--- src/sv/ivrf_pkg.sv ---
// shared types and port decode constants for the indexed video register file
package ivrf_pkg;

  // access kind carried on tuser
  typedef enum logic {
    OP_READ  = 1'b0,
    OP_WRITE = 1'b1
  } opcode_e;

  // default bank depths
  localparam int unsigned CRTC_COUNT_DEF = 25;
  localparam int unsigned SEQ_COUNT_DEF  = 5;
  localparam int unsigned GC_COUNT_DEF   = 9;
  localparam int unsigned ATTR_COUNT_DEF = 21;

  // field widths
  localparam int unsigned PORT_W = 16;
  localparam int unsigned DATA_W = 8;
  localparam int unsigned AIDX_W = 5;
  localparam int unsigned IN_TDATA_W = 24;

  // i/o port numbers
  localparam logic [PORT_W-1:0] PORT_ATTR_WR  = 16'h03C0;
  localparam logic [PORT_W-1:0] PORT_ATTR_RD  = 16'h03C1;
  localparam logic [PORT_W-1:0] PORT_MISC_WR  = 16'h03C2;
  localparam logic [PORT_W-1:0] PORT_SEQ_IDX  = 16'h03C4;
  localparam logic [PORT_W-1:0] PORT_SEQ_DAT  = 16'h03C5;
  localparam logic [PORT_W-1:0] PORT_MISC_RD  = 16'h03CC;
  localparam logic [PORT_W-1:0] PORT_GC_IDX   = 16'h03CE;
  localparam logic [PORT_W-1:0] PORT_GC_DAT   = 16'h03CF;
  localparam logic [PORT_W-1:0] PORT_CRTC_IDX = 16'h03D4;
  localparam logic [PORT_W-1:0] PORT_CRTC_DAT = 16'h03D5;
  localparam logic [PORT_W-1:0] PORT_STATUS   = 16'h03DA;

  // status bits flipped on every status read
  localparam logic [DATA_W-1:0] STATUS_TOGGLE = 8'h09;
  // attribute index keeps the low five bits of the written byte
  localparam logic [DATA_W-1:0] ATTR_INDEX_MASK = 8'h1F;

endpackage

--- src/sv/indexed_video_register_file_top.sv ---
// top level of the indexed video register file: port decode, register banks and stream handshake
//
// Accepts one i/o port request per clock on the slave stream while the sink keeps taking results
// and returns exactly one result byte per request on the master stream, in order. A request is
// captured in an input register; its port is then decoded, the addressed register is read or
// written and the result byte is captured in an output register once that register is free or
// being drained, so the sustained rate of one request per cycle is set by the single decode
// stage between those two registers. The input register can still take a request while a
// result waits to be taken; backpressure reaches the slave side only when both registers are
// full and the sink stalls. Four indexed banks (crtc, sequencer, graphics, attribute) are
// reached through index and data ports; an index beyond a bank reads zero and drops writes.
// The attribute port alternates index and data writes under a phase flip-flop that a status
// read clears; a status read also flips status bits 0 and 3 and returns the new value. Writes,
// unknown ports and wrong-direction accesses return zero.
module indexed_video_register_file_top #(
  parameter int unsigned CRTC_COUNT = ivrf_pkg::CRTC_COUNT_DEF,  // 1..255
  parameter int unsigned SEQ_COUNT  = ivrf_pkg::SEQ_COUNT_DEF,   // 1..255
  parameter int unsigned GC_COUNT   = ivrf_pkg::GC_COUNT_DEF,    // 1..255
  parameter int unsigned ATTR_COUNT = ivrf_pkg::ATTR_COUNT_DEF   // 1..32
) (
  input  logic                                  clk_i,
  input  logic                                  rst_ni,
  // request stream
  input  logic                                  s_axis_tvalid_i,
  output logic                                  s_axis_tready_o,
  // [15:0] port_address, [23:16] write_data
  input  logic [ivrf_pkg::IN_TDATA_W-1:0]       s_axis_tdata_i,
  // [0] opcode
  input  logic                                  s_axis_tuser_i,
  // result stream
  output logic                                  m_axis_tvalid_o,
  input  logic                                  m_axis_tready_i,
  // [7:0] read_data
  output logic [ivrf_pkg::DATA_W-1:0]           m_axis_tdata_o
);

  import ivrf_pkg::*;

  // index widths into each bank, at least one bit
  localparam int unsigned CRTC_IW = (CRTC_COUNT > 1) ? $clog2(CRTC_COUNT) : 1;
  localparam int unsigned SEQ_IW  = (SEQ_COUNT > 1)  ? $clog2(SEQ_COUNT)  : 1;
  localparam int unsigned GC_IW   = (GC_COUNT > 1)   ? $clog2(GC_COUNT)   : 1;
  localparam int unsigned ATTR_IW = (ATTR_COUNT > 1) ? $clog2(ATTR_COUNT) : 1;

  // input register
  logic              in_valid_q;
  opcode_e           in_op_q;
  logic [PORT_W-1:0] in_port_q;
  logic [DATA_W-1:0] in_wdata_q;

  // output register
  logic              out_valid_q;
  logic [DATA_W-1:0] out_data_q;

  // register file state
  logic [DATA_W-1:0] crtc_q [CRTC_COUNT];
  logic [DATA_W-1:0] seq_q  [SEQ_COUNT];
  logic [DATA_W-1:0] gc_q   [GC_COUNT];
  logic [DATA_W-1:0] attr_q [ATTR_COUNT];
  logic [DATA_W-1:0] crtc_idx_q;
  logic [DATA_W-1:0] seq_idx_q;
  logic [DATA_W-1:0] gc_idx_q;
  logic [AIDX_W-1:0] attr_idx_q;
  logic              attr_phase_q;
  logic [DATA_W-1:0] misc_q;
  logic [DATA_W-1:0] status_q;

  logic              advance;
  logic              in_accept;
  logic              is_wr;
  logic              is_rd;
  logic              crtc_in_range;
  logic              seq_in_range;
  logic              gc_in_range;
  logic              attr_in_range;
  logic [DATA_W-1:0] status_d;
  logic [DATA_W-1:0] rdata_d;

  // the decode stage moves on when the output slot is free or being drained
  assign advance         = in_valid_q && (!out_valid_q || m_axis_tready_i);
  assign s_axis_tready_o = !in_valid_q || advance;
  assign in_accept       = s_axis_tvalid_i && s_axis_tready_o;

  assign m_axis_tvalid_o = out_valid_q;
  assign m_axis_tdata_o  = out_data_q;

  assign is_wr = advance && (in_op_q == OP_WRITE);
  assign is_rd = advance && (in_op_q == OP_READ);

  // range checks against each bank depth
  assign crtc_in_range = (32'(crtc_idx_q) < CRTC_COUNT);
  assign seq_in_range  = (32'(seq_idx_q) < SEQ_COUNT);
  assign gc_in_range   = (32'(gc_idx_q) < GC_COUNT);
  assign attr_in_range = (32'(attr_idx_q) < ATTR_COUNT);

  assign status_d = status_q ^ STATUS_TOGGLE;

  // read mux; writes and unknown ports give zero
  always_comb begin
    rdata_d = '0;
    if (in_op_q == OP_READ) begin
      case (in_port_q)
        PORT_ATTR_RD: begin
          if (attr_in_range) rdata_d = attr_q[attr_idx_q[ATTR_IW-1:0]];
        end
        PORT_SEQ_DAT: begin
          if (seq_in_range) rdata_d = seq_q[seq_idx_q[SEQ_IW-1:0]];
        end
        PORT_GC_DAT: begin
          if (gc_in_range) rdata_d = gc_q[gc_idx_q[GC_IW-1:0]];
        end
        PORT_CRTC_DAT: begin
          if (crtc_in_range) rdata_d = crtc_q[crtc_idx_q[CRTC_IW-1:0]];
        end
        PORT_MISC_RD: rdata_d = misc_q;
        PORT_STATUS:  rdata_d = status_d;
        default:      rdata_d = '0;
      endcase
    end
  end

  // input register
  always_ff @(posedge clk_i or negedge rst_ni) begin
    if (!rst_ni) begin
      in_valid_q <= 1'b0;
    end else if (s_axis_tready_o) begin
      in_valid_q <= s_axis_tvalid_i;
    end
  end

  always_ff @(posedge clk_i) begin
    if (in_accept) begin
      in_op_q    <= opcode_e'(s_axis_tuser_i);
      in_port_q  <= s_axis_tdata_i[PORT_W-1:0];
      in_wdata_q <= s_axis_tdata_i[PORT_W+DATA_W-1:PORT_W];
    end
  end

  // output register
  always_ff @(posedge clk_i or negedge rst_ni) begin
    if (!rst_ni) begin
      out_valid_q <= 1'b0;
    end else if (advance) begin
      out_valid_q <= 1'b1;
    end else if (m_axis_tready_i) begin
      out_valid_q <= 1'b0;
    end
  end

  always_ff @(posedge clk_i) begin
    if (advance) begin
      out_data_q <= rdata_d;
    end
  end

  // single-byte registers and index registers
  always_ff @(posedge clk_i or negedge rst_ni) begin
    if (!rst_ni) begin
      crtc_idx_q   <= '0;
      seq_idx_q    <= '0;
      gc_idx_q     <= '0;
      attr_idx_q   <= '0;
      attr_phase_q <= 1'b0;
      misc_q       <= '0;
      status_q     <= '0;
    end else begin
      if (is_wr) begin
        case (in_port_q)
          PORT_ATTR_WR: begin
            // index phase takes the low bits, data phase goes to the bank
            if (!attr_phase_q) attr_idx_q <= AIDX_W'(in_wdata_q & ATTR_INDEX_MASK);
            attr_phase_q <= !attr_phase_q;
          end
          PORT_MISC_WR:  misc_q     <= in_wdata_q;
          PORT_SEQ_IDX:  seq_idx_q  <= in_wdata_q;
          PORT_GC_IDX:   gc_idx_q   <= in_wdata_q;
          PORT_CRTC_IDX: crtc_idx_q <= in_wdata_q;
          default: ;
        endcase
      end
      if (is_rd && (in_port_q == PORT_STATUS)) begin
        // status read resets the attribute flip-flop to expect an index
        attr_phase_q <= 1'b0;
        status_q     <= status_d;
      end
    end
  end

  // indexed banks, writes beyond the depth are dropped
  always_ff @(posedge clk_i or negedge rst_ni) begin
    if (!rst_ni) begin
      for (int i = 0; i < CRTC_COUNT; i++) crtc_q[i] <= '0;
    end else if (is_wr && (in_port_q == PORT_CRTC_DAT) && crtc_in_range) begin
      crtc_q[crtc_idx_q[CRTC_IW-1:0]] <= in_wdata_q;
    end
  end

  always_ff @(posedge clk_i or negedge rst_ni) begin
    if (!rst_ni) begin
      for (int i = 0; i < SEQ_COUNT; i++) seq_q[i] <= '0;
    end else if (is_wr && (in_port_q == PORT_SEQ_DAT) && seq_in_range) begin
      seq_q[seq_idx_q[SEQ_IW-1:0]] <= in_wdata_q;
    end
  end

  always_ff @(posedge clk_i or negedge rst_ni) begin
    if (!rst_ni) begin
      for (int i = 0; i < GC_COUNT; i++) gc_q[i] <= '0;
    end else if (is_wr && (in_port_q == PORT_GC_DAT) && gc_in_range) begin
      gc_q[gc_idx_q[GC_IW-1:0]] <= in_wdata_q;
    end
  end

  always_ff @(posedge clk_i or negedge rst_ni) begin
    if (!rst_ni) begin
      for (int i = 0; i < ATTR_COUNT; i++) attr_q[i] <= '0;
    end else if (is_wr && (in_port_q == PORT_ATTR_WR) && attr_phase_q && attr_in_range) begin
      attr_q[attr_idx_q[ATTR_IW-1:0]] <= in_wdata_q;
    end
  end

`ifndef SYNTH
  // a write always returns zero
  a_write_zero: assert property (@(posedge clk_i) disable iff (!rst_ni)
    is_wr |=> (m_axis_tdata_o == '0))
    else $error("write request returned nonzero data");

  // status read leaves the attribute flip-flop expecting an index
  a_status_clears_phase: assert property (@(posedge clk_i) disable iff (!rst_ni)
    (is_rd && (in_port_q == PORT_STATUS)) |=> !attr_phase_q)
    else $error("attribute phase not cleared by status read");

  // attribute port write flips the phase
  a_attr_phase_toggle: assert property (@(posedge clk_i) disable iff (!rst_ni)
    (is_wr && (in_port_q == PORT_ATTR_WR)) |=> (attr_phase_q != $past(attr_phase_q)))
    else $error("attribute phase did not toggle");

  // backpressure only when both stages are full and the sink stalls
  a_ready_low_full: assert property (@(posedge clk_i) disable iff (!rst_ni)
    !s_axis_tready_o |-> (in_valid_q && out_valid_q && !m_axis_tready_i))
    else $error("request stalled with room in the pipeline");
`endif

endmodule

--- config.mk ---
export PLATFORM = sky130hd
export DESIGN_NAME = indexed_video_register_file_top
export DESIGN_NICKNAME = d
export VERILOG_FILES = /design/src/sv/ivrf_pkg.sv /design/src/sv/indexed_video_register_file_top.sv
export SDC_FILE = /design/constraint.sdc
export NUM_CORES = 1
export LEC_CHECK = 0
export BUFFER_PORTS_ARGS = -buffer_cell sky130_fd_sc_hd__buf_2
export CAP_MARGIN = 20
export CORE_MARGIN = 1.5
export CORE_UTILIZATION = 40
export CTS_CLUSTER_DIAMETER = 60
export DETAILED_ROUTE_END_ITERATION = 16
export GPL_TIMING_DRIVEN = 0
export PLACE_DENSITY = 0.53
export RECOVER_POWER = 25
export SYNTH_ARGS = -nofsm -noshare
export SYNTH_HDL_FRONTEND = slang
export SYNTH_SLANG_ARGS = --single-unit
--- constraint.sdc ---
create_clock -name clk_i -period 3.85 [get_ports clk_i]
set_clock_uncertainty 0.15 [all_clocks]
set_input_delay 0.77 -clock clk_i [delete_from_list [all_inputs] [get_ports clk_i]]
set_output_delay 0.77 -clock clk_i [all_outputs]
set_load 0.05 [all_outputs]
==> results.sh <==
export IMPL_clockRootBuffer="clkbuf_16"
export IMPL_ctsLongestPathBuffers=3
export IMPL_setup_viol=0
export IMPL_power_share_switching_pct=22.66
export IMPL_drt_first_pass_iters=5
export IMPL_vias=15750
export IMPL_critPathMaxFanout=10
export IMPL_finalInstanceArea_mm2=0.02922
export IMPL_die_w_um=255.4
export IMPL_path_class="flop to flop"
export IMPL_detail_route_antenna_nets=0
export IMPL_num_rows=92
export IMPL_syn_num_nets=1787
export IMPL_switchingPower_mw=2.909
export IMPL_synth_area_mm2=0.02548
export IMPL_drc=0
export IMPL_drv_cap=1
export IMPL_ys_types=72
export IMPL_grt_ovfl_total=0
export IMPL_viasPerCell=5.680
export IMPL_post_drt_wl_per_cell_um=26.80
export IMPL_violations="capacitance limit, slew limit"
export IMPL_cpPeakStageDelay_ns=0.78
export IMPL_rsz0062_at_grt="yes"
export IMPL_async_flop_share_pct=94.05
export IMPL_synth_top_cell_area_share_pct=51.26
export IMPL_relSlewSlack_pct=-49.68
export IMPL_maxSlewViolCount=79
export IMPL_synth_edf_count=33
export IMPL_start_util_pct=40.47
export IMPL_grt_pass1_vias=16710
export IMPL_final_layout_size_suffix_gt1_share_pct=42.73
export IMPL_hp_start="s_axis_tdata_i[7]"
export IMPL_tightest_slew_ns=2.245
export IMPL_placed_cell_area_mm2=0.02692
export IMPL_io_pins=39
export IMPL_synthCells=1758
export IMPL_worstPathArrival_ns=3.95
export IMPL_dp_hpwl_um=51450
export IMPL_ctsHoldBuffers=0
export IMPL_ff2ff_path_depth=8
export IMPL_layout_nets=1901
export IMPL_p_int_mw=9.928
export IMPL_rrSetupSlack_ns=0.06
export IMPL_fill_cells=5700
export IMPL_coreArea_mm2=0.06297
export IMPL_min_to="in_port_q[7]"
export IMPL_path_clk_slew_ns=0.06
export IMPL_synthSimpleGateAreaFrac_pct=6.040
export IMPL_final_seq_area_mm2=0.01405
export IMPL_post_cts_repair_setup_buffers=0
export IMPL_fin_crit_ns=3.789
export IMPL_h_tree_depth=3
export IMPL_post_synth_top_count_cell="mux2_2"
export IMPL_p_leak_nw=13.40
export IMPL_synthMuxAreaShare_pct=32.61
export IMPL_synth_flop_cell="dfrtp_1"
export IMPL_worst_slack_ns=0.06093
export IMPL_worstPathRequired_ns=4.01
export IMPL_synthTopCellsByCount="mux2_2, dfrtp_1, clkbuf_1"
export IMPL_ys_ff_latch=555
export IMPL_cp_cell_sequence="buf_2 > buf_2 > mux2i_1 > o22ai_1 > a221oi_1 > a21oi_1 > a31oi_1 > a31oi_1"
export IMPL_hold_path_cell_count=1
export IMPL_cts_tree="done"
export IMPL_power_share_sequential_pct=46.3
export IMPL_yosysWarnings=0
export IMPL_routed_wl_um=74310
export IMPL_tns_ns=0
export IMPL_hp_class="input pin to flop"
export IMPL_place_congestion=0.8551
export IMPL_final_util_pct=46.40
export IMPL_dieHeight_um=255.4
export IMPL_track_usage_pct=23.17
export IMPL_p_comb_share_pct=3.2
export IMPL_final_hold_viol_count=0
export IMPL_multiInputGateArea_mm2=0.01088
export IMPL_reg2reg_to="m_axis_tdata_o[6]"
export IMPL_syn_to_final_growth_pct=14.66
export IMPL_timing_rr_start="attr_idx_q[0]"
export IMPL_yosys_area_top_type="dfrtp_1"
export IMPL_dp_cells=2650
export IMPL_status="complete, but fails checks"
export IMPL_ys_top_cells_by_area="dfrtp_1, mux2_2, mux4_2"
export IMPL_peakVddDrop_uv=296.3
export IMPL_clk_latency_ns=0.62
export IMPL_synth_xor_area_share_pct=0.1031
export IMPL_die_area_mm2=0.06522
export IMPL_slowest_stage="dfrtp_1"
export IMPL_seq_area_frac_synth_pct=55.15
export IMPL_clock_sinks=555
export IMPL_p_clk_share_pct=50.5
export IMPL_fin_crit_sh_pct=98.42
export IMPL_synthAdderAreaFrac_pct=0
export IMPL_worst_hold_slack_ns=0.1720
export IMPL_fin_cells=2773
export IMPL_synth_compound_area_share_pct=3.923
export IMPL_antenna_found_initial=5
export IMPL_avgSynthCellArea_um2=14.49
export IMPL_synth_top_family_by_area="multiplexers"
export IMPL_grt_pass1_wl_um=112200
export IMPL_totalPowerFinal_mw=12.84
export IMPL_drt_initial_drc_count=1079
export IMPL_grt_max_degree=117
export IMPL_end_kind="flop"
export IMPL_port_buffers=38
export IMPL_power_density_mw_per_mm2=439.4
export IMPL_numCtsBuffers=66
export IMPL_pre_cts_ws_ns=-0.4061
export IMPL_max_freq_mhz=263.9
export IMPL_cp_start_kind="flop"
-- flip-flops by register name (all words and copies together), names as in the netlist --
name and count:
status_q 2, in_valid_q 1, attr_idx_q 5, m_axis_tdata_o 8
in_op_q 1, misc_q 8, crtc_q 200, attr_q 168
m_axis_tvalid_o 1, gc_idx_q 8, seq_q 40, gc_q 72
seq_idx_q 8, crtc_idx_q 8, attr_phase_q 1, in_wdata_q 8
in_port_q 16
-- area by class of cell --
type | instances | share of cell area, %
Antenna cell | 1 | 0.008565
Sequential cell | 555 | 48.10
Multi-Input combinational cell | 1065 | 37.24
Timing Repair Buffer | 47 | 1.255
Inverter | 5 | 0.06424
Buffer | 132 | 1.906
Clock buffer | 104 | 6.899
Tap cell | 846 | 3.623
Clock inverter | 18 | 0.8993
-- worst max path at each step --
stage | startpoint | endpoint | slack, ns | depth (start not counted)
final | attr_idx_q[0] | m_axis_tdata_o[6] | 0.06 | 8
after global routing | crtc_idx_q[1] | m_axis_tdata_o[4] | -0.001 | 8
after CTS | attr_idx_q[0] | m_axis_tdata_o[4] | 0.01 | 8
after detailed placement | crtc_idx_q[1] | m_axis_tdata_o[4] | -0.41 | 8
after global placement | rst_ni | crtc_q[46] | -8.95 | 1
after floorplan | m_axis_tready_i | attr_q[48] | 0.69 | 7
-- worst max-delay path, delay by kind of cell (launching register included) --
| kind | cells | cell delay, ns |
|---|---|---|
| buf+inv | 2 | 0.87 |
| flops | 1 | 0.78 |
| compound gates | 5 | 1.22 |
| mux | 1 | 0.44 |
-- power groups by stage --
stage                     Clock (mW)  Sequential (mW)  Combinational [mW]
final                           6.49             5.94               0.410
after global routing            6.88             5.94               0.448
after CTS                       6.63             5.94               0.421
after detailed placement           0             6.04               0.420
after global placement             0             6.05               0.391
after floorplan                    0             6.05              0.0999
-- per-layer routing --
metal  GRT usage [%]  up-vias  share of wire, %
met5               0        -                 0
li1                -     6827                 -
met3           3.522      115               4.0
met1           32.51     8458                46
met4           8.515        0               3.5
met2           36.40      351                47
-- cell families (layout without fill, tap and decap cells) --
group | count (synthesis) | after routing
compound gates | 148 | 148
xor+xnor | 3 | 3
buf+inv | 138 | 306
flops | 555 | 555
mux | 681 | 681
other cells | 0 | 1
simple gates | 233 | 233
-- timing repair --
action                     CTS  global route
resized for setup            6             7
hold endpoints to repair     0             0
setup endpoints to repair    8             6
-- placed cells by master, fill, tap and decap left out, drive strengths merged, types with 23 or more instances in the layout --
master  instances
o22ai          33
nor2           24
clkbuf        204
edfxtp         33
a21oi          28
nand3          23
buf            77
mux2i          91
dfrtp         522
nor3           24
mux4           67
mux2          523
nand2          53
(Power assumes the default switching activity.)
